`config.mk`:
```
export PLATFORM = sky130hd
export DESIGN_NAME = rlc_regs
export DESIGN_NICKNAME = d
export VERILOG_FILES = /design/src/hw/rtl/rlc_pkg.sv /design/src/hw/rtl/rlc_regs.sv
export SDC_FILE = /design/constraint.sdc
export NUM_CORES = 1
export LEC_CHECK = 0
export BUFFER_PORTS_ARGS = -buffer_cell sky130_fd_sc_hd__buf_2
export CAP_MARGIN = 10
export CORE_UTILIZATION = 40
export DETAILED_ROUTE_END_ITERATION = 7
export PLACE_DENSITY = 0.74
export SYNTH_ARGS = -nofsm -noshare
export SYNTH_HDL_FRONTEND = slang
export SYNTH_SLANG_ARGS = --single-unit
```
`constraint.sdc`:
```
create_clock -name clk -period 0.8 [get_ports clk]
set_input_delay 0.04 -clock clk [delete_from_list [all_inputs] [get_ports clk]]
set_output_delay 0.04 -clock clk [all_outputs]
set_load 0.005 [all_outputs]
```
`src/hw/rtl/rlc_pkg.sv`:
```
// Shared types, constants and helper functions for the RGB layer compositor.
// Used by the channel interfaces and every compositor module but rlc_ram; depends on nothing.

package rlc_pkg;

  // Frame store and pixel geometry.
  localparam int PIXEL_W = 8;
  localparam int PIXELS  = 2 ** PIXEL_W;
  localparam int CHAN_W  = 8;
  localparam int CHANS   = 3;
  localparam int RGB_W   = CHANS * CHAN_W;

  // Layer configuration layout.
  localparam int LAYERS  = 4;
  localparam int LAYER_W = 2;
  localparam int MODE_W  = 2;

  localparam logic [CHAN_W-1:0] CHAN_MAX = 8'd255;

  // Queue between the front and the back.
  localparam int QUEUE_DEPTH = 4;
  localparam int QPTR_W      = $clog2(QUEUE_DEPTH);

  // Configuration port.
  localparam int PADDR_W   = 4;
  localparam int PDATA_W   = 32;
  localparam int REG_IDX_W = 2;

  localparam logic [REG_IDX_W-1:0] REG_OPACITIES = 2'd0;
  localparam logic [REG_IDX_W-1:0] REG_MODES     = 2'd1;
  localparam logic [REG_IDX_W-1:0] REG_ENABLES   = 2'd2;

  typedef enum logic [MODE_W-1:0] {
    MODE_ALPHA = 2'd0,
    MODE_ADD   = 2'd1,
    MODE_MAX   = 2'd2,
    MODE_MULT  = 2'd3
  } mode_t;

  // Channel order: index 2 red, 1 green, 0 blue (matches the stored word).
  typedef logic [CHANS-1:0][CHAN_W-1:0] rgb_t;

  typedef struct packed {
    logic [LAYERS*CHAN_W-1:0] opacities;
    logic [LAYERS*MODE_W-1:0] modes;
    logic [LAYERS-1:0]        enables;
  } cfg_t;

  // One classified layer pixel waiting for the back end.
  typedef struct packed {
    logic [PIXEL_W-1:0] index;
    logic               first;
    logic               enabled;
    mode_t              mode;
    logic [CHAN_W-1:0]  opacity;
    rgb_t               src;
  } job_t;

  // Exact x / 255 for x up to 255 * 255, with adds only.
  function automatic logic [CHAN_W-1:0] div255(input logic [2*CHAN_W-1:0] x);
    logic [2*CHAN_W:0] t;
    t = (2*CHAN_W+1)'(x) + (2*CHAN_W+1)'(x[2*CHAN_W-1:CHAN_W]) + 1'b1;
    return t[2*CHAN_W-1:CHAN_W];
  endfunction

endpackage

```
`src/hw/rtl/rlc_regs.sv`:
```
// APB-style configuration registers: layer opacities, modes and enables.
// Depends on rlc_pkg for the register map and the configuration struct.

module rlc_regs (
  input  logic                         clk,
  input  logic                         rst,
  input  logic                         psel,
  input  logic                         penable,
  input  logic                         pwrite,
  input  logic [rlc_pkg::PADDR_W-1:0]  paddr,
  input  logic [rlc_pkg::PDATA_W-1:0]  pwdata,
  output logic [rlc_pkg::PDATA_W-1:0]  prdata,
  output logic                         pready,
  output rlc_pkg::cfg_t                cfg
);

  logic                              wr_en;
  logic [rlc_pkg::REG_IDX_W-1:0]     reg_idx;

  assign pready  = 1'b1;
  assign wr_en   = psel && penable && pwrite;
  assign reg_idx = paddr[rlc_pkg::PADDR_W-1:2];

  // Register writes in the access phase; register index 3 is ignored.
  always_ff @(posedge clk) begin
    if (rst) begin
      cfg.opacities <= '1;
      cfg.modes     <= '0;
      cfg.enables   <= '0;
    end else if (wr_en) begin
      case (reg_idx)
        rlc_pkg::REG_OPACITIES: cfg.opacities <= pwdata[rlc_pkg::LAYERS*rlc_pkg::CHAN_W-1:0];
        rlc_pkg::REG_MODES:     cfg.modes     <= pwdata[rlc_pkg::LAYERS*rlc_pkg::MODE_W-1:0];
        rlc_pkg::REG_ENABLES:   cfg.enables   <= pwdata[rlc_pkg::LAYERS-1:0];
        default: ;
      endcase
    end
  end

  // Read mux.
  always_comb begin
    case (reg_idx)
      rlc_pkg::REG_OPACITIES: prdata = rlc_pkg::PDATA_W'(cfg.opacities);
      rlc_pkg::REG_MODES:     prdata = rlc_pkg::PDATA_W'(cfg.modes);
      rlc_pkg::REG_ENABLES:   prdata = rlc_pkg::PDATA_W'(cfg.enables);
      default:                prdata = '0;
    endcase
  end

endmodule

```
# Word level (Yosys, flattened, before mapping)
# Index checks and enable logic that the tools add are counted.
# word_totals
output_inout_bits	77
input_bits	41
reg_bits	44
elab_cells	12
# op_classes
mux	1
eq_ne	2
n_reduce_logical	6
# ops
operator	n
$pmux W32 S3	1
$reduce_and A2 Y1	3
$eq A2 B1 Y1 const B	1
$eq A2 B2 Y1 const B	1
$logic_and A1 B1 Y1	2
$logic_not A2 Y1	1

# Logic depth before layout (Yosys ltp)
# logic_depth
word_depth	3
mapped_depth	4
mapped_depth_nobuf	3

# Least setup slack after synthesis
# OpenSTA, ideal clock, no wires.
# synth_timing
kind	in2reg
from	input port pwrite
to	register cfg[12] (netlist bit)
slack_ns	-0.031
t_arrival_ns	0.759
setup_ns	0.072
cell_stages	4
required_ns	0.728
path_buffers	1
path_cell_list	nand3_2 > nor3_4 > buf_6 > mux2i_1
# synth_via
elab_chain_len	2
# synth_lines
item	line	text
start, declared	rlc_regs.sv:9	input logic pwrite,
$logic_and A1 B1 Y1	rlc_regs.sv:21	assign wr_en = psel && penable && pwrite;
$reduce_and A2 Y1 (no line)	--	
end, declared	rlc_regs.sv:14	output rlc_pkg::cfg_t cfg
# Every way passes these cells.
# A chain may end at the register's enable or synchronous reset.

# Worst setup path after layout
# layout_timing
from	register cfg[6] (netlist bit)
to	output port prdata[2] (netlist bit)
# layout_via
elab_chain_len	1
# layout_lines
item	line	text
$pmux W32 S3	rlc_regs.sv:42	case (reg_idx)
end, declared	rlc_regs.sv:12	output logic [rlc_pkg::PDATA_W-1:0] prdata,
# Every way passes these cells.

==> impl_metrics.toml <==
[sta]
hold_violations = 0
finalWorstSetupSlack_ns = -0.217
setup_violations = 46
maxSlewViolCount = 0
fmax_mhz = 983
fin_skew_ns = 0
post-route-period-util_pct = 127
rsz0062_at_grt = "yes"
finalSetupTns_ns = -4.96
final.min_clock_period_ns = 1.02

[final_layout]
syn_to_final_growth_pct = 71.2
final_common_cell = "buf_2"
final_cell_mix = "buf_2 (73), nor2_1 (68), buf_6 (63)"
largest_registers = "cfg x44"
antenna_cells = 0
final_layout_size_suffix_gt1_share_pct = 57.5
final_net_count = 433
top_register = "cfg"
fin_util_pct = 71.6
largest_reg_flops = 44
fin_area_mm2 = 0.00365

[grt]
antenna_found_initial = 0
grt_overflow = 0
grt_max_degree = 45
grt_pass1_vias = 1893
grt_pass1_wl_um = 8120
grt_use_total_pct = 19.0

[power_and_ir_drop]
p_leak_nw = 1.61
powerDensity_mw_per_mm2 = 1230
ir_drop_mv = 0.753
power_mw = 4.49

[setup_path]
cpPeakStageDelay_ns = 0.33
cp.required_ns = 0.76
critPathSlowestCell = "dfxtp_2"
cp_data_arrival_time_ns = 0.98
worstReg2RegStart = "cfg[9]"
critical_path.top_delay_family = "flip-flops"
worst-setup-path-type = "reg2out"
start_kind = "register"
r2r_cells = 4
timing.critical_path.buf_inv = 1
worstSetupEndpointType = "primary output"
r2r-end = "cfg[9]"
crit_fanout = 2
cp_cell_sequence = "mux2i_1 > o21ai_1 > buf_2"
worst-r2r-setup-slack_ns = 0.01

[floorplan]
floorplan.initialDensity_pct = 41.8
die_w_um = 75.1
coreArea_mm2 = 0.00511
dieArea_mm2 = 0.00563
ios = 118
rows = 26
die_h_um = 75.1

[clock_network]
cts_tree = "done"
cts_num_sinks = 44
cts_max_path_buffers = 2
cts-htree-levels = 2
cts_buffers = 5
root_buffer = "clkbuf_8"
clk_pin_slew_ns = 0.09
clock_latency_ns = 0.28

[yosys]
yosys_warnings = 0
syn_area_mm2 = 0.00213
ys_top_cells_by_area = "dfxtp_1 (41%), mux2i_1 (24%), nor2_1 (12%)"
syn_nets = 282
syn_inst = 241
yosys.area.top_type_share_pct = 41.3
synth_seq_cells = 44
postSynthAreaPerCell_um2 = 8.86
ys_seq_area_share_pct = 41.3
ys_types = 17
yosysTopAreaCell = "dfxtp_1"

[drt]
routedWlPerCell_um = 13.0
firstDrtPassIters = 4
ant_nets = 0
vias = 2160
viasPerCell = 4.67
routed_wl_um = 6020
drt_iter0_drc = 60
drc = 0

[status]
outcome = "finished with violations"
failed_checks = "setup timing"

[hold_path]
min_path_type = "in2reg"
min_to = "cfg[23]"
hold_depth = 3
worstHoldStart = "pwdata[11]"

[placed_design]
port_buffers = 114
dpl.hpwl_um = 3620
preCtsSetupSlack_ns = -0.276
gp_congestion = 0.753
postPlaceCellArea_mm2 = 0.00290

[run]
maxCapViolCount = 0
==> synthesized netlist by cell type (all sizes together) <==
library cell   n
clkbuf        10
nand2b        20
nand3          1
dfxtp         44
nor3           1
and2b          1
nand2          4
conb           1
and2          24
nand4          1
buf            8
nor3b          1
o21ai          4
mux2i         52
nor2          69
==> cells by family after synthesis <==
group                  count (synthesis)  share of synthesized area [%]
buffers and inverters                 18                           5.04
DFF                                   44                           41.3
AOI/OAI and AO/OA                      4                          0.938
muxes                                 52                           24.4
and+or+nand+nor                      122                           28.2
other                                  1                          0.176
==> worst max path at each step <==
stage | cells after the start | slack (ns) | endpoint | start
after global routing | 3 | -0.29 | prdata[4] | cfg[16]
after CTS | 3 | -0.21 | prdata[5] | cfg[9]
after global placement | 6 | -0.21 | prdata[24] | paddr[2]
after floorplan | 4 | -0.003 | prdata[10] | paddr[3]
after detailed placement | 4 | -0.28 | cfg[1] | paddr[2]
final | 3 | -0.22 | prdata[2] | cfg[6]
==> repair_timing <==
item                                    in CTS  in global routing
hold buffers                                 8                  0
setup buffers                               11                  6
endpoints found under the setup margin      75                 84
pin swaps                                    0                  2
cloned                                       1                  1
endpoints found under the hold margin        8                  0
gates resized for setup                     76                 59
==> metrics by stage <==
stage	instances	hold WS (ns)
after detailed placement	429	0.301
after CTS	457	0.000264
after global routing	463	0.00550
after floorplan	241	0.195
after global placement	429	0.292
final	463	0.00493
==> final cells by class <==
cell class / count / area, µm²
Fill cell: 393 / 1450
Timing Repair Buffer: 162 / 1330
Multi-Input combinational cell: 179 / 1210
Sequential cell: 44 / 936
Tap cell: 70 / 87.6
Clock buffer: 6 / 82.6
Clock inverter: 2 / 10.0
==> report_power, final <==
part           internal [mW]  switching, mW  leakage (nW)
Combinational          0.485          0.334          1.21
Clock                  0.690          0.731        0.0510
Sequential              2.22         0.0236         0.347
Total                   3.40           1.09          1.61
==> worst min-delay path, stage by stage <==
cell and delay (ns):
buf_2 0.07, nor2_1 0.03, mux2i_1 0.11
==> metal layers <==
| layer | part of all wire [%] | global-route usage, % | vias to the layer above |
|---|---|---|---|
| li1 | - | - | 1078 |
| met1 | 42 | 21.2 | 1006 |
| met2 | 53 | 35.5 | 70 |
| met3 | 4.4 | 4.69 | 6 |
| met4 | 0.76 | 5.24 | 0 |
| met5 | 0 | 0 | - |
No activity file was read; power rests on OpenSTA's default activity.
