## config.mk

```make
export PLATFORM = sky130hd
export DESIGN_NAME = rlc_queue
export DESIGN_NICKNAME = d
export VERILOG_FILES = /design/src/hw/rtl/rlc_pkg.sv /design/src/hw/rtl/rlc_queue.sv
export SDC_FILE = /design/constraint.sdc
export NUM_CORES = 1
export LEC_CHECK = 0
export ABC_AREA = 0
export BUFFER_PORTS_ARGS = -buffer_cell sky130_fd_sc_hd__buf_2
export CORE_UTILIZATION = 51
export CTS_CLUSTER_SIZE = 20
export DETAILED_ROUTE_END_ITERATION = 10
export PLACE_DENSITY = 0.79
export RECOVER_POWER = 100
export SLEW_MARGIN = 20
export SYNTH_ARGS = -nofsm -noshare
export SYNTH_HDL_FRONTEND = slang
export SYNTH_SLANG_ARGS = --single-unit
```

## constraint.sdc

```tcl
create_clock -name clk -period 1.9 [get_ports clk]
set_input_delay 0.285 -clock clk [delete_from_list [all_inputs] [get_ports clk]]
set_output_delay 0.285 -clock clk [all_outputs]
set_load 0.05 [all_outputs]
```

## src/hw/rtl/rlc_pkg.sv

```systemverilog
// Shared types, constants and helper functions for the RGB layer compositor.
// Used by the channel interfaces and every compositor module but rlc_ram; depends on nothing.

package rlc_pkg;

  // Frame store and pixel geometry.
  localparam int PIXEL_W = 8;
  localparam int PIXELS  = 2 ** PIXEL_W;
  localparam int CHAN_W  = 8;
  localparam int CHANS   = 3;
  localparam int RGB_W   = CHANS * CHAN_W;

  // Layer configuration layout.
  localparam int LAYERS  = 4;
  localparam int LAYER_W = 2;
  localparam int MODE_W  = 2;

  localparam logic [CHAN_W-1:0] CHAN_MAX = 8'd255;

  // Queue between the front and the back.
  localparam int QUEUE_DEPTH = 4;
  localparam int QPTR_W      = $clog2(QUEUE_DEPTH);

  // Configuration port.
  localparam int PADDR_W   = 4;
  localparam int PDATA_W   = 32;
  localparam int REG_IDX_W = 2;

  localparam logic [REG_IDX_W-1:0] REG_OPACITIES = 2'd0;
  localparam logic [REG_IDX_W-1:0] REG_MODES     = 2'd1;
  localparam logic [REG_IDX_W-1:0] REG_ENABLES   = 2'd2;

  typedef enum logic [MODE_W-1:0] {
    MODE_ALPHA = 2'd0,
    MODE_ADD   = 2'd1,
    MODE_MAX   = 2'd2,
    MODE_MULT  = 2'd3
  } mode_t;

  // Channel order: index 2 red, 1 green, 0 blue (matches the stored word).
  typedef logic [CHANS-1:0][CHAN_W-1:0] rgb_t;

  typedef struct packed {
    logic [LAYERS*CHAN_W-1:0] opacities;
    logic [LAYERS*MODE_W-1:0] modes;
    logic [LAYERS-1:0]        enables;
  } cfg_t;

  // One classified layer pixel waiting for the back end.
  typedef struct packed {
    logic [PIXEL_W-1:0] index;
    logic               first;
    logic               enabled;
    mode_t              mode;
    logic [CHAN_W-1:0]  opacity;
    rgb_t               src;
  } job_t;

  // Exact x / 255 for x up to 255 * 255, with adds only.
  function automatic logic [CHAN_W-1:0] div255(input logic [2*CHAN_W-1:0] x);
    logic [2*CHAN_W:0] t;
    t = (2*CHAN_W+1)'(x) + (2*CHAN_W+1)'(x[2*CHAN_W-1:CHAN_W]) + 1'b1;
    return t[2*CHAN_W-1:CHAN_W];
  endfunction

endpackage

```

## src/hw/rtl/rlc_queue.sv

```systemverilog
// Short FIFO of classified jobs between the front and the back end.
// Depends on rlc_pkg for the job type and depth.

module rlc_queue (
  input  logic              clk,
  input  logic              rst,
  input  logic              push,
  input  rlc_pkg::job_t     push_job,
  output logic              full,
  input  logic              pop,
  output logic              head_valid,
  output rlc_pkg::job_t     head_job
);

  rlc_pkg::job_t                 entries [rlc_pkg::QUEUE_DEPTH];
  logic [rlc_pkg::QPTR_W-1:0]    wr_ptr;
  logic [rlc_pkg::QPTR_W-1:0]    rd_ptr;
  logic [rlc_pkg::QPTR_W:0]      count;

  assign full       = (count == (rlc_pkg::QPTR_W+1)'(rlc_pkg::QUEUE_DEPTH));
  assign head_valid = (count != '0);
  assign head_job   = entries[rd_ptr];

  // Pointers and fill level.
  always_ff @(posedge clk) begin
    if (rst) begin
      wr_ptr <= '0;
      rd_ptr <= '0;
      count  <= '0;
    end else begin
      if (push) begin
        wr_ptr <= wr_ptr + 1'b1;
      end
      if (pop) begin
        rd_ptr <= rd_ptr + 1'b1;
      end
      case ({push, pop})
        2'b10:   count <= count + 1'b1;
        2'b01:   count <= count - 1'b1;
        default: count <= count;
      endcase
    end
  end

  // Entry storage.
  always_ff @(posedge clk) begin
    if (push) begin
      entries[wr_ptr] <= push_job;
    end
  end

endmodule

```

======== Word level (Yosys, flattened, before mapping) ========
Memories as Yosys holds them, arrays and structs flattened. A register that Yosys moved wholly into a read port is not among the register bits.
Index checks and enable logic that the tools add are counted.
W data, S select, Z words.
storage, ports and cells
  bits in latches ......................... 0
  output and inout bits ................... 46
  register bits ........................... 7
  memory bits (read-only) ................. 0
  RAM bits ................................ 176
  input port bits ......................... 48
  memories kept ........................... 1
cells by class
  multiplexer cells ....................... 5
  reduce and logical (&&, ||, !) cells .... 2
  magnitude comparators ................... 0
  div/mod/pow operators ................... 0
  bitwise logic cells ..................... 0
  equal/unequal tests ..................... 3
  shift-type cells ........................ 0
  $add $sub $neg .......................... 4
  multipliers ............................. 0
memories
  name     depth  width  rd ports  clocked after memory_dff  write ports  RTL line         RTL
  entries  4      44     1         1                         1            rlc_queue.sv:15  rlc_pkg::job_t entries [rlc_pkg::QUEUE_DEPTH];
operators by type and width
  kind                   count
  $pmux W3 S2            1
  $add A2 B1 Y2 const B  2
  $mux W2                2
  $add A3 B1 Y3 const B  1
  $eq A3 B3 Y1 const B   1
  $reduce_bool A3 Y1     1
  $sub A3 B1 Y3 const B  1
  $eq A2 B1 Y1 const B   1
  $eq A2 B2 Y1 const B   1
  $mux W1                2
  $reduce_bool A2 Y1     1

======== Logic depth before layout (Yosys ltp) ========
  depth after elaboration ................. 3
  depth in mapped cells ................... 6
  mapped depth without buffers ............ 6

======== Worst setup path after synthesis ========
Ideal clock, no wire load.
  path kind ............................... register -> register
  start ................................... register wr_ptr[0] (netlist name)
  end ..................................... memory entries[2][0] (netlist name) (enable)
  library setup time ...................... 0.406 ns
  cell stages (with the launch flop) ...... 4
  path buffers ............................ 0
  arrival ................................. 1.600 ns
  period minus slack after synthesis ...... 2.006 ns
  slack ................................... -0.106 ns
  cells stage by stage .................... dfxtp_1 inv_1 ha_1 and2_1
RTL lines
  what                      RTL line         RTL
  start: declaration        rlc_queue.sv:16  logic [rlc_pkg::QPTR_W-1:0] wr_ptr;
  start signal: assignment  rlc_queue.sv:32  wr_ptr <= wr_ptr + 1'b1;
  end: declaration          rlc_queue.sv:15
No word-level cell before the write port.

==> impl_metrics.py <==
metrics = {
    "critical_path": {
        "cp-start-kind": "flop",
        "r2r_slack_ns": 0.11,
        "path_depth": 4,
        "end_kind": "primary output",
        "criticalPathCategory": "flop to primary output",
        "worstPathMaxFanout": 5,
        "worstReg2RegStart": "wr_ptr[0]$_SDFFE_PP0P_",
        "slowest_stage": "mux4_2",
        "critical-path-max-stage-delay_ns": 0.54,
        "worstPathArrival_ns": 1.80,
        "crit_path_cell_trace": "buf_6 -> buf_12 -> mux4_2 -> buf_8",
        "crit_family": "multiplexers",
        "required_ns": 1.62,
        "setup.worst_path.end": "head_job[0]",
        "reg2reg_to": "entries[1][3]$_DFFE_PP_",
        "worst-path-buf-inv": 3,
        "r2r_cells": 3,
    },
    "detailed_routing": {
        "drt-total-wl_mm": 11.47,
        "drtIter0Drc": 161,
        "route.detailed.drc": 0,
        "vias": 3040,
        "wire_per_inst_um": 19.82,
        "drt_first_pass_iters": 4,
        "vias_per_cell": 5.250,
        "drtAntennaViolNets": 0,
    },
    "placement": {
        "place.gp.congestion": 0.7230,
        "place_inst": 538,
        "post_dp_cell_area_um2": 7575,
        "io_buffers": 93,
        "dp_hpwl_mm": 6.515,
    },
    "die": {
        "die_w_um": 117.8,
        "die_h_um": 117.8,
        "rows": 41,
        "die_area_um2": 13870,
        "pin_count": 94,
        "initial_core_util": 0.5329,
        "core-area_um2": 12820,
    },
    "global_route": {
        "grt_max_degree": 45,
        "grt_usage": 0.1821,
        "gr-total-overflow": 0,
        "top_usage_layer": "met2",
        "grt_pass1_vias": 3327,
        "antenna_found_initial": 1,
        "grt_use_met1": 0.2284,
        "grt_pass1_wl_mm": 18.10,
        "grtUsageMet2": 0.2912,
        "met3_usage": 0.06880,
    },
    "synth": {
        "ys_types": 22,
        "yosys.area.top_type": "edfxtp_1",
        "yosys_warnings": 0,
        "synth.area.top_cells": "edfxtp_1, mux4_2, dfxtp_1, mux4_1, buf_12",
        "synth_cells": 273,
        "ys_ff_latch": 185,
        "synthArstFlopShare": 0,
        "synth_ff_type": "edfxtp_1",
        "yosysMostFrequentCell": "edfxtp_1",
        "syn_area_per_cell_um2": 25.03,
        "synth_fp_nets": 327,
        "synth_commonest_cells": "edfxtp_1, mux4_2, dfxtp_1",
        "synth_edf_count": 176,
        "synth_area_um2": 6834,
        "synth_top_area_frac": 0.7733,
        "ys_seq_area_frac": 0.7997,
    },
    "final_layout": {
        "stdcell_area_um2": 8471,
        "nets": 447,
        "drive_above_1_share": 0.3424,
        "final_core_util": 0.6605,
        "final_cell_count_no_fill": 579,
        "area_delta_synth_final_pct": 23.95,
    },
    "timing": {
        "setup_ws_ns": -0.1856,
        "maxSlewHeadroom": 0.5284,
        "fin_crit_sh": 1.098,
        "fin_crit_ns": 2.086,
        "worst_pin_slew_ns": 0.7073,
        "fmax_ghz": 0.4795,
        "finalClockSkew_ns": 0.006390,
        "finalSetupViolations": 44,
        "hold_viol": 0,
        "hold_ws_ns": 0.1197,
        "slew_viol_final": 0,
        "grt_setup_unrepaired": "true",
    },
    "power": {
        "total_power_w": 0.009641,
        "p_per_area_nw_per_um2": 1138,
        "peakVddDrop_uv": 607.8,
        "cellLeakagePower_nw": 2.802,
    },
    "clock_tree": {
        "clkSinkCount": 185,
        "h-tree-depth": 4,
        "clk_path_buf_depth": 2,
        "clockRootBuffer": "clkbuf_16",
        "cts_hold_buf": 0,
        "cts_tree": "yes",
        "cts-buffers-inserted": 17,
        "path_clk_slew_ns": 0.06,
        "clock_latency_ns": 0.43,
    },
    "flow_run": {
        "max_cap_violations": 0,
    },
    "run_status": {
        "violations": "setup timing",
        "status": "complete, but fails checks",
    },
    "worst_hold_path": {
        "hold_path.class": "input pin to flop",
    },
}
[state kept, by name, indices dropped and copies added (netlist names), named ones only]
name and cells:
entries 176, count 3, wr_ptr 2, rd_ptr 2
[worst reg2reg max path, stage by stage, from the launching register on]
cell and delay, ns:
dfxtp_1 0.40, ha_1 0.17, and2_1 0.50, buf_4 0.39
[through the flow]
stage          setup TNS, ns  setup WS, ns
2_1_floorplan              0        0.1179
3_3_place_gp               0        0.1523
3_5_place_dp               0        0.1008
4_1_cts               -8.207       -0.2166
5_1_grt               -9.101       -0.2463
6_report              -6.265       -0.1856
[what timing repair did]
action,in CTS,in global routing
cloned,4,1
setup endpoints to repair,44,44
gates resized for setup,102,3
setup buffers,4,0
[cell usage in the layout (no fill, tap or decap), types with 2 or more instances in the layout]
cell        instances
nor2_1              7
bufinv_16           2
clkbuf_4            3
clkinv_1            6
clkinvlp_4          2
buf_2               2
or3_1               2
buf_12              5
clkbuf_16          18
clkinv_2            2
and2_2              3
dfxtp_1             7
edfxtp_1          176
buf_4               5
buf_6              39
mux2i_1             2
buf_8               7
inv_1               3
clkbuf_1           48
ha_1                5
clkbuf_2            2
xor2_1              2
buf_16              3
xnor2_1             3
mux4_2             44
[cell families (layout without fill, tap and decap cells)]
group | after synthesis | after routing | share of synthesized area
simple gates | 15 | 15 | 0.01098
xor+xnor | 5 | 5 | 0.006409
fa+ha+maj | 6 | 6 | 0.01208
flops | 185 | 185 | 0.7997
mux | 46 | 46 | 0.1501
other cells | 0 | 1 | 0
buf+inv | 14 | 147 | 0.01922
compound gates | 2 | 2 | 0.001463
[power breakdown]
group / switching (W) / internal (W) / total (W)
Combinational: 0.000978 / 0.000666 / 0.00164
Sequential: 0.0000577 / 0.00468 / 0.00474
Clock: 0.00136 / 0.00190 / 0.00326
Total: 0.00240 / 0.00725 / 0.00964
[final cells by class]
| type | count | area, um2 |
|---|---|---|
| Timing Repair Buffer | 112 | 1001 |
| Inverter | 3 | 11.26 |
| Antenna cell | 1 | 2.502 |
| Fill cell | 877 | 4354 |
| Tap cell | 172 | 215.2 |
| Clock buffer | 20 | 436.7 |
| Multi-Input combinational cell | 74 | 1226 |
| Sequential cell | 185 | 5470 |
| Clock inverter | 12 | 107.6 |
[per-layer routing]
metal / part of all wire / up-vias
met5: 0 / -
met3: 0.055 / 12
li1: - / 1386
met4: 0.012 / 0
met2: 0.50 / 70
met1: 0.44 / 1572
[worst min path at each step]
stage | from | endpoint | slack, ns | depth (start not counted)
finish | push_job[14] | entries[0][14]$_DFFE_PP_ | 0.12 | 1
global route | push_job[14] | entries[0][14]$_DFFE_PP_ | 0.11 | 1
CTS | push_job[5] | entries[3][5]$_DFFE_PP_ | 0.05 | 1
detailed placement | count[2]$_SDFFE_PP0P_ | count[2]$_SDFFE_PP0P_ | 0.49 | 2
global placement | count[2]$_SDFFE_PP0P_ | count[2]$_SDFFE_PP0P_ | 0.49 | 2
floorplan | push_job[0] | entries[0][0]$_DFFE_PP_ | 0.38 | 0
Power figures use the tool's default switching activity.
