==> config.mk <==
export PLATFORM = sky130hd
export DESIGN_NAME = rlc_front_flat
export DESIGN_NICKNAME = d
export VERILOG_FILES = /design/src/hw/rtl/rlc_pkg.sv /design/src/hw/rtl/rlc_in_if.sv /design/src/hw/rtl/rlc_front.sv /design/src/flat_wrapper.sv
export SDC_FILE = /design/constraint.sdc
export NUM_CORES = 1
export LEC_CHECK = 0
export BUFFER_PORTS_ARGS = -buffer_cell sky130_fd_sc_hd__buf_2
export CORE_ASPECT_RATIO = 1.1
export CORE_MARGIN = 2
export CORE_UTILIZATION = 21
export DETAILED_ROUTE_END_ITERATION = 7
export GPL_ROUTABILITY_DRIVEN = 0
export GPL_TIMING_DRIVEN = 0
export PLACE_DENSITY = 0.8
export SYNTH_ARGS = -nofsm -noshare
export SYNTH_HDL_FRONTEND = slang
export SYNTH_SLANG_ARGS = --single-unit
==> constraint.sdc <==
create_clock -name vclk -period 0.8
set_input_delay 0.08 -clock vclk [all_inputs]
set_output_delay 0.08 -clock vclk [all_outputs]
set_load 0.03 [all_outputs]
==> src/hw/rtl/rlc_pkg.sv <==
// Shared types, constants and helper functions for the RGB layer compositor.
// Used by the channel interfaces and every compositor module but rlc_ram; depends on nothing.

package rlc_pkg;

  // Frame store and pixel geometry.
  localparam int PIXEL_W = 8;
  localparam int PIXELS  = 2 ** PIXEL_W;
  localparam int CHAN_W  = 8;
  localparam int CHANS   = 3;
  localparam int RGB_W   = CHANS * CHAN_W;

  // Layer configuration layout.
  localparam int LAYERS  = 4;
  localparam int LAYER_W = 2;
  localparam int MODE_W  = 2;

  localparam logic [CHAN_W-1:0] CHAN_MAX = 8'd255;

  // Queue between the front and the back.
  localparam int QUEUE_DEPTH = 4;
  localparam int QPTR_W      = $clog2(QUEUE_DEPTH);

  // Configuration port.
  localparam int PADDR_W   = 4;
  localparam int PDATA_W   = 32;
  localparam int REG_IDX_W = 2;

  localparam logic [REG_IDX_W-1:0] REG_OPACITIES = 2'd0;
  localparam logic [REG_IDX_W-1:0] REG_MODES     = 2'd1;
  localparam logic [REG_IDX_W-1:0] REG_ENABLES   = 2'd2;

  typedef enum logic [MODE_W-1:0] {
    MODE_ALPHA = 2'd0,
    MODE_ADD   = 2'd1,
    MODE_MAX   = 2'd2,
    MODE_MULT  = 2'd3
  } mode_t;

  // Channel order: index 2 red, 1 green, 0 blue (matches the stored word).
  typedef logic [CHANS-1:0][CHAN_W-1:0] rgb_t;

  typedef struct packed {
    logic [LAYERS*CHAN_W-1:0] opacities;
    logic [LAYERS*MODE_W-1:0] modes;
    logic [LAYERS-1:0]        enables;
  } cfg_t;

  // One classified layer pixel waiting for the back end.
  typedef struct packed {
    logic [PIXEL_W-1:0] index;
    logic               first;
    logic               enabled;
    mode_t              mode;
    logic [CHAN_W-1:0]  opacity;
    rgb_t               src;
  } job_t;

  // Exact x / 255 for x up to 255 * 255, with adds only.
  function automatic logic [CHAN_W-1:0] div255(input logic [2*CHAN_W-1:0] x);
    logic [2*CHAN_W:0] t;
    t = (2*CHAN_W+1)'(x) + (2*CHAN_W+1)'(x[2*CHAN_W-1:CHAN_W]) + 1'b1;
    return t[2*CHAN_W-1:CHAN_W];
  endfunction

endpackage

==> src/hw/rtl/rlc_in_if.sv <==
// Input channel of the compositor: one layer pixel per transaction.
// Depends on rlc_pkg for field widths.

interface rlc_in_if;
  logic                               valid;
  logic                               ready;
  logic [rlc_pkg::PIXEL_W-1:0]        pixel_index;
  logic [rlc_pkg::LAYER_W-1:0]        layer_index;
  logic                               first_layer;
  logic [rlc_pkg::CHAN_W-1:0]         layer_red;
  logic [rlc_pkg::CHAN_W-1:0]         layer_green;
  logic [rlc_pkg::CHAN_W-1:0]         layer_blue;

  modport source (
    output valid, pixel_index, layer_index, first_layer, layer_red, layer_green, layer_blue,
    input  ready
  );
  modport sink (
    input  valid, pixel_index, layer_index, first_layer, layer_red, layer_green, layer_blue,
    output ready
  );
endinterface

==> src/hw/rtl/rlc_front.sv <==
// Front end: accepts layer pixels and classifies them against the layer
// configuration into queue entries. Depends on rlc_pkg and rlc_in_if.

module rlc_front (
  rlc_in_if.sink            pixels,
  input  rlc_pkg::cfg_t     cfg,
  input  logic              queue_full,
  output logic              push,
  output rlc_pkg::job_t     push_job
);

  logic [rlc_pkg::LAYER_W-1:0] layer;

  assign layer        = pixels.layer_index;
  assign pixels.ready = !queue_full;
  assign push         = pixels.valid && !queue_full;

  // Look up the layer's enable, opacity and mode.
  always_comb begin
    push_job.index   = pixels.pixel_index;
    push_job.first   = pixels.first_layer;
    push_job.enabled = (32'(layer) < rlc_pkg::LAYERS) && cfg.enables[layer];
    push_job.opacity = cfg.opacities[layer*rlc_pkg::CHAN_W +: rlc_pkg::CHAN_W];
    push_job.mode    = rlc_pkg::mode_t'(cfg.modes[layer*rlc_pkg::MODE_W +: rlc_pkg::MODE_W]);
    push_job.src     = {pixels.layer_red, pixels.layer_green, pixels.layer_blue};
  end

endmodule

==> src/flat_wrapper.sv <==
// flat-port wrapper written by rule: the top's interface ports become plain ports
module rlc_front_flat 
  (cfg, queue_full, push, push_job, pixels_valid, pixels_pixel_index, pixels_layer_index, pixels_first_layer, pixels_layer_red, pixels_layer_green, pixels_layer_blue, pixels_ready);
  rlc_in_if pixels_i ();
  input  rlc_pkg::cfg_t cfg;
  input  logic queue_full;
  output logic push;
  output rlc_pkg::job_t push_job;
  input wire logic [$bits(pixels_i.valid)-1:0] pixels_valid;
  input wire logic [$bits(pixels_i.pixel_index)-1:0] pixels_pixel_index;
  input wire logic [$bits(pixels_i.layer_index)-1:0] pixels_layer_index;
  input wire logic [$bits(pixels_i.first_layer)-1:0] pixels_first_layer;
  input wire logic [$bits(pixels_i.layer_red)-1:0] pixels_layer_red;
  input wire logic [$bits(pixels_i.layer_green)-1:0] pixels_layer_green;
  input wire logic [$bits(pixels_i.layer_blue)-1:0] pixels_layer_blue;
  output wire logic [$bits(pixels_i.ready)-1:0] pixels_ready;
  assign pixels_i.valid = pixels_valid;
  assign pixels_i.pixel_index = pixels_pixel_index;
  assign pixels_i.layer_index = pixels_layer_index;
  assign pixels_i.first_layer = pixels_first_layer;
  assign pixels_i.layer_red = pixels_layer_red;
  assign pixels_i.layer_green = pixels_layer_green;
  assign pixels_i.layer_blue = pixels_layer_blue;
  assign pixels_ready = pixels_i.ready;
  rlc_front u_core (.pixels(pixels_i), .cfg(cfg), .queue_full(queue_full), .push(push), .push_job(push_job));
endmodule
After elaboration in Yosys (flattened, before gate mapping)
Index checks and enable logic that the tools add are counted.
Widths: inputs -> output; s select.
{ "totals": {"register_bits": 0, "in_bits": 81, "output_inout_bits": 46, "wordCells": 7} }
{ "op_classes": {"n_lt_le_gt_ge": 1, "shifts": 2, "muxes": 2, "reduce_logical": 2} }
{ "op_table": {"columns": ["op", "n"], "rows": [
  ["$shiftx 32x6->8", 1],
  ["$shiftx 8x4->2", 1],
  ["$lt 2x3->1 const B", 1],
  ["$bmux 1 s2", 1],
  ["$logic_and 1x1->1", 1],
  ["$logic_not 1->1", 1],
  ["$mux 1", 1]
]} }

Longest topological paths before layout
Gate-level depths: netlist (run 1).
{ "logic_depth": {"word_depth": 2, "ltp_mapped": 2, "mapped_depth_nobuf": 1} }

Worst setup path before layout (run 1)
Ideal clock, no wire load.
{ "synth_timing": {"path_kind": "input port to output port", "from": "input port pixels_layer_index[0]", "to": "output port push_job[24] in the netlist's numbering", "arrival_ps": 843, "required_ps": 720, "setup_slack_ps": -123, "cell_stages": 2, "n_path_buf": 1, "path_cell_list": "buf_6 > mux4_2"} }
{ "synth_rtl": {"columns": ["item", "line", "source"], "rows": [
  ["from (decl)", "flat_wrapper.sv:11", "input wire logic [$bits(pixels_i.layer_index)-1:0] pixels_layer_index;"],
  ["to (decl)", "flat_wrapper.sv:8", "output rlc_pkg::job_t push_job;"]
]} }

==> tab_implementation.tex, run 1 <==
\begin{tabular}{lr}
\hline
Metric & Value \\
\hline
\multicolumn{2}{l}{\textbf{Global routing}} \\
\quad Initial antenna violation count & 0 \\
\quad Total congestion overflow after global routing & 0 \\
\quad Global-route wire length before repair & 2950 um \\
\quad Maximum number of pins on one net before global-route repair & 11 \\
\quad Overall global routing resource usage & 13.3\% \\
\quad Via count of the first global-routing pass & 682 \\
\quad Met1 track demand over resource in global routing & 13.3\% \\
\quad Met3 track utilization from global routing & 5.05\% \\
\quad GR Util met2 & 26.6\% \\
\quad Most utilized layer in the global route result & met2 \\
\multicolumn{2}{l}{\textbf{Power and ir drop}} \\
\quad Total Power & 0.000946 W \\
\quad Max rail drop VDD & 450 uV \\
\quad Sw frac & 50.0\% \\
\quad Part of the total power dissipated in the clock network & 0\% \\
\quad Leak & 0.666 nW \\
\quad PD cells & 816 nW/um\^{}2 \\
\quad Fraction of power consumed by sequential logic & 0\% \\
\quad Gate power share & 100.0\% \\
\quad Cell internal pwr & 0.000473 W \\
\quad Net switching power & 0.000473 W \\
\multicolumn{2}{l}{\textbf{Outcome}} \\
\quad Failing checks & setup timing \\
\quad Outcome & complete, but fails checks \\
\multicolumn{2}{l}{\textbf{Worst setup path}} \\
\quad Gate family responsible for the most delay along the worst path & multiplexers \\
\quad Arrival time reported for the critical path endpoint & 950 ps \\
\quad Maximum fanout count along the critical path & 5 \\
\quad Cell-by-cell trace of the critical path & buf\_12 -> buf\_16 -> mux4\_2 -> buf\_6 \\
\quad Worst Setup Path Type & in -> out \\
\quad Required time at the endpoint of the critical path & 720 ps \\
\quad Slowest stage cell on the critical path & mux4\_2 \\
\quad Worst setup EP type & primary output \\
\quad WP buf/inv & 3 \\
\quad Largest stage delay on the critical path & 500 ps \\
\quad Startpoint class of the critical path & primary input \\
\multicolumn{2}{l}{\textbf{Die}} \\
\quad Cell Rows & 19 \\
\quad Boundary Pins & 127 \\
\quad Die outline area & 2920 um\^{}2 \\
\quad Horizontal extent of the die & 51.7 um \\
\quad Initial core utilization & 21.5\% \\
\quad Die Y & 56.5 um \\
\quad Core box area & 2450 um\^{}2 \\
\multicolumn{2}{l}{\textbf{Synth}} \\
\quad Share of synthesized area occupied by flip-flops and latches & 0\% \\
\quad Library cell occupying the most area in the post-synthesis netlist & buf\_4 \\
\quad Area of the mapped netlist & 526 um\^{}2 \\
\quad Post-synthesis average cell area & 10.9 um\^{}2 \\
\quad Largest cells by area after synthesis & buf\_4 (47\%), mux4\_2 (43\%), mux4\_1 (5.0\%), buf\_6 (2.1\%), nor2b\_1 (1.2\%) \\
\quad Distinct cell type count after synthesis & 7 \\
\quad Net count of the mapped netlist & 129 \\
\quad Top-area cell type share of the netlist area & 47.1\% \\
\quad Yosys warning total & 0 \\
\quad Cell count after synthesis & 48 \\
\multicolumn{2}{l}{\textbf{Place}} \\
\quad Placement Cell Area & 1040 um\^{}2 \\
\quad Pre-CTS setup slack & -343 ps \\
\quad Number of port buffers & 94 \\
\multicolumn{2}{l}{\textbf{Timing}} \\
\quad Total setup violations reported at the end of the flow & 11 \\
\quad Setup repair after global routing missed its margin & true \\
\quad Shortest clock period the worst path allows after layout & 1030 ps \\
\quad Max-slew violations & 0 \\
\quad Post-route worst setup slack & -228 ps \\
\quad Max-Slew Margin vs Limit & 85.0\% \\
\quad Highest Clock Rate & 973 MHz \\
\quad Measured slew at the worst slew-check pin & 225 ps \\
\quad Share of the clock period used by the worst path & 128\% \\
\quad Number of endpoints with negative hold slack in the final report & 0 \\
\multicolumn{2}{l}{\textbf{Hold path}} \\
\quad Worst Hold Class & in -> out \\
\multicolumn{2}{l}{\textbf{Finish}} \\
\quad Area added between synthesis and finish & 120\% \\
\quad Count of clock buffers in the final design & 0 \\
\quad Filler cell count & 227 \\
\quad Number of nets in the layout & 227 \\
\quad Num sequential & 0 \\
\quad Fraction of layout cells with a size suffix above 1 & 98.6\% \\
\quad Ant. Diodes & 0 \\
\quad Post-route standard cell area excluding fillers & 1160 um\^{}2 \\
\quad Area taken by flip-flops and latches & 0 um\^{}2 \\
\multicolumn{2}{l}{\textbf{Routing}} \\
\quad Detail Route Antenna Nets & 0 \\
\quad Routed WL per cell & 12.2 um \\
\quad Via-per-instance ratio & 4.12 \\
\quad Remaining DRCs & 0 \\
\quad Number of detailed-routing iterations run before antenna repair & 1 \\
\quad Total wire length after detailed routing & 2140 um \\
\quad Initial DRC Count & 0 \\
\quad Vias post-DR & 721 \\
\multicolumn{2}{l}{\textbf{CTS}} \\
\quad Hold buffers post-CTS & 0 \\
\multicolumn{2}{l}{\textbf{Run}} \\
\quad Reported max-cap violation count & 0 \\
\hline
\end{tabular}
==> final timing paths <==
path / cells after the start / slack (ps) / start / end
worst min-delay path: 2 / 410 / pixels_layer_red[0] / push_job[16]
worst max-delay path: 4 / -230 / pixels_layer_index[0] / push_job[24]
==> cell type report <==
type | instances | area, um^2 | share of cell area, %
repair buffers | 96 | 589 | 50.9
plain buffers | 35 | 273 | 23.5
multi-input cells | 12 | 254 | 21.9
well taps | 31 | 38.8 | 3.35
inverters | 1 | 3.75 | 0.324
==> power by group through the flow <==
| stage | Sequential, W | Combinational [W] | Clock (W) |
|---|---|---|---|
| after floorplan | 0 | 0.000579 | 0 |
| after global placement | 0 | 0.000832 | 0 |
| after detailed placement | 0 | 0.000845 | 0 |
| after CTS | 0 | 0.000953 | 0 |
| after global routing | 0 | 0.000998 | 0 |
| final | 0 | 0.000946 | 0 |
==> per-layer routing <==
metal	vias to the layer above	share of wire, %
met2	76	54
met4	0	0
met3	0	18
met5	-	0
li1	334	-
met1	311	28
==> cells in the final DEF (no fill, tap or decap) <==
master   count
buf_12       2
buf_2       83
inv_1        1
buf_16       1
buf_6       11
mux4_2      11
nor2b_1      1
buf_4       34
==> cell usage after synthesis <==
master / number
buf_2: 1
buf_4: 33
buf_6: 1
inv_1: 1
mux4_1: 1
mux4_2: 10
nor2b_1: 1
==> cells by family (layout without fill, tap and decap cells) <==
logic type,Yosys count,in the layout,synth area share (%)
mux,11,11,47.9
simple gates,1,1,1.19
buf+inv,36,132,51.0
==> per-stage QoR <==
stage | hold WS, ps | instances | setup TNS, ps | utilization (%)
after floorplan | 270 | 48 | -818 | -
after global placement | 410 | 173 | -3430 | 42.5
after detailed placement | 410 | 173 | -3460 | 42.5
after CTS | 410 | 174 | -2450 | 47.0
after global routing | 414 | 175 | -2710 | 47.3
final | 410 | 175 | -2440 | 47.3
==> repair_timing <==
action	4_1_cts	5_1_grt
setup endpoints to repair	11	11
buffers inserted	0	1
resized for setup	27	0
cloned	1	0
Power figures use the tool's default switching activity.
==> run 2, diff against run 1 <==
SETUP_SLACK_MARGIN = 0.02   (was not set)
clock period = 0.9 ns   (was 0.8 ns; I/O delays follow)
==> run 2 against run 1 <==
The run still ends with setup timing left. Clock-buffer cell count is the same. First-iteration DRC count grew 1. Utilization grew 0.10 points. Critical path depth is the same. Worst setup slack gained 75 ps. Largest power group unchanged.
==> tab_implementation.tex, run 2 (synthesis results as in run 1) <==
\begin{tabular}{lr}
\hline
Metric & Value \\
\hline
\multicolumn{2}{l}{\textbf{Routing}} \\
\quad Vias post-DR & 719 (was 721) \\
\quad Number of detailed-routing iterations run before antenna repair & 2 (was 1) \\
\quad Via-per-instance ratio & 4.11 (was 4.12) \\
\quad Routed WL per cell & 11.4 um (was 12.2 um) \\
\quad Detail Route Antenna Nets & 0 (unchanged) \\
\quad Initial DRC Count & 1 (was 0) \\
\quad Total wire length after detailed routing & 1990 um (was 2140 um) \\
\quad Remaining DRCs & 0 (unchanged) \\
\multicolumn{2}{l}{\textbf{Global routing}} \\
\quad Overall global routing resource usage & 12.5\% (was 13.3\%) \\
\quad Initial antenna violation count & 0 (unchanged) \\
\quad Total congestion overflow after global routing & 0 (unchanged) \\
\quad Via count of the first global-routing pass & 726 (was 682) \\
\quad Maximum number of pins on one net before global-route repair & 11 (unchanged) \\
\quad Global-route wire length before repair & 2850 um (was 2950 um) \\
\multicolumn{2}{l}{\textbf{Place}} \\
\quad Number of port buffers & 94 (unchanged) \\
\multicolumn{2}{l}{\textbf{Worst setup path}} \\
\quad Maximum fanout count along the critical path & 5 (unchanged) \\
\quad Arrival time reported for the critical path endpoint & 960 ps (was 950 ps) \\
\quad Worst Setup Path Type & in -> out (unchanged) \\
\quad Required time at the endpoint of the critical path & 810 ps (was 720 ps) \\
\quad Startpoint class of the critical path & primary input (unchanged) \\
\quad Worst setup EP type & primary output (unchanged) \\
\multicolumn{2}{l}{\textbf{Die}} \\
\quad Core box area & 2450 um\^{}2 (unchanged) \\
\quad Boundary Pins & 127 (unchanged) \\
\quad Cell Rows & 19 (unchanged) \\
\quad Die Y & 56.5 um (unchanged) \\
\quad Horizontal extent of the die & 51.7 um (unchanged) \\
\quad Die outline area & 2920 um\^{}2 (unchanged) \\
\quad Initial core utilization & 21.5\% (unchanged) \\
\multicolumn{2}{l}{\textbf{Timing}} \\
\quad Measured slew at the worst slew-check pin & 153 ps (was 225 ps) \\
\quad Share of the clock period used by the worst path & 117\% \\
\quad Highest Clock Rate & 951 MHz \\
\quad Total setup violations reported at the end of the flow & 11 (unchanged) \\
\quad Shortest clock period the worst path allows after layout & 1050 ps \\
\quad Number of endpoints with negative hold slack in the final report & 0 (unchanged) \\
\quad Setup TNS after final layout & -1540 ps (was -2440 ps) \\
\quad Setup repair after global routing missed its margin & true (unchanged) \\
\quad Post-route worst setup slack & -152 ps (was -228 ps) \\
\quad Max-slew violations & 0 (unchanged) \\
\quad Final-layout worst hold slack & 429 ps (was 410 ps) \\
\quad Max-Slew Margin vs Limit & 89.8\% (was 85.0\%) \\
\multicolumn{2}{l}{\textbf{Power and ir drop}} \\
\quad Fraction of power consumed by sequential logic & 0\% (about the same) \\
\quad Leak & 0.667 nW (was 0.666 nW) \\
\quad Cell internal pwr & 0.000421 W (was 0.000473 W) \\
\quad Gate power share & 100.0\% (about the same) \\
\quad PD cells & 718 nW/um\^{}2 (was 816 nW/um\^{}2) \\
\quad Net switching power & 0.000412 W (was 0.000473 W) \\
\quad Max rail drop VDD & 403 uV (was 450 uV) \\
\quad Total Power & 0.000833 W (was 0.000946 W) \\
\quad Sw frac & 49.4\% (was 50.0\%) \\
\quad Part of the total power dissipated in the clock network & 0\% (about the same) \\
\multicolumn{2}{l}{\textbf{Finish}} \\
\quad Top library cells by usage in the layout, fill and taps aside & buf\_2 (82), buf\_4 (35), mux4\_2 (11), buf\_6 (11), buf\_12 (2) (was buf\_2 (83), buf\_4 (34), mux4\_2 (11), buf\_6 (11), buf\_12 (2)) \\
\quad Count of clock buffers in the final design & 0 (unchanged) \\
\quad Area taken by flip-flops and latches & 0 um\^{}2 (unchanged) \\
\quad Post-layout utilization of the core & 47.4\% (was 47.3\%) \\
\quad Area added between synthesis and finish & 121\% (was 120\%) \\
\quad Number of nets in the layout & 227 (unchanged) \\
\quad Filler cell count & 235 (was 227) \\
\quad Num sequential & 0 (unchanged) \\
\quad Fraction of layout cells with a size suffix above 1 & 98.6\% (unchanged) \\
\quad Most common cell after layout, fill and taps aside & buf\_2 (unchanged) \\
\quad Ant. Diodes & 0 (unchanged) \\
\quad Combined area of the multi-input logic cells & 254 um\^{}2 (unchanged) \\
\multicolumn{2}{l}{\textbf{Outcome}} \\
\quad Outcome & complete, but fails checks (unchanged) \\
\quad Failing checks & setup timing (unchanged) \\
\multicolumn{2}{l}{\textbf{CTS}} \\
\quad Hold buffers post-CTS & 0 (unchanged) \\
\multicolumn{2}{l}{\textbf{Hold path}} \\
\quad Worst Hold Class & in -> out (unchanged) \\
\multicolumn{2}{l}{\textbf{Run}} \\
\quad Reported max-cap violation count & 0 (unchanged) \\
\hline
\end{tabular}
==> run 2: cell counts in the layout (fill, tap and decap cells not counted) <==
Identical to the previous run, type by type.
==> run 2: power by group through the flow <==
stage	logic, W	registers (W)	clock network (W)
6_report	0.000833	0	0
5_1_grt	0.000880	0	0
4_1_cts	0.000843	0	0
3_5_place_dp	0.000739	0	0
3_3_place_gp	0.000732	0	0
2_1_floorplan	0.000514	0	0
==> run 2: final timing paths <==
check                            startpoint  cells past startpoint  slack [ps]            to
worst max-delay path  pixels_layer_index[0]                      4        -150  push_job[34]
worst min-delay path    pixels_layer_red[0]                      2         430  push_job[16]
==> run 2: through the flow <==
stage	instance area (um^2)	cells	worst slack [ps]
floorplan	534	48	-1.83
global placement	1040	173	-264
detailed placement	1040	173	-266
CTS	1160	175	-167
global route	1160	175	-177
finish	1160	175	-152
==> run 2: critical path, cell delays in order <==
cell	delay, ps
buf_12	90
buf_12	110
mux4_2	510
buf_6	160
==> run 2: repair_timing <==
item	4_1_cts	5_1_grt
gates cloned	1	0
endpoints found under the setup margin	11	11
resized for setup	29	0
setup buffers	1	0
endpoints found under the hold margin	0	0
==> run 2: layer usage <==
metal	wire [um]	global-route usage, %	vias up
li1	-	-	333
met1	602	13.3	310
met2	1060	25.8	76
met3	330	2.39	0
met4	0	0	0
met5	0	0	-
==> run 2: area by class of cell <==
type,instances,area share (%)
buffer,35,23.7
inverter,1,0.323
timing repair buffer,96,50.8
multi-input combinational,12,21.9
tap,31,3.34
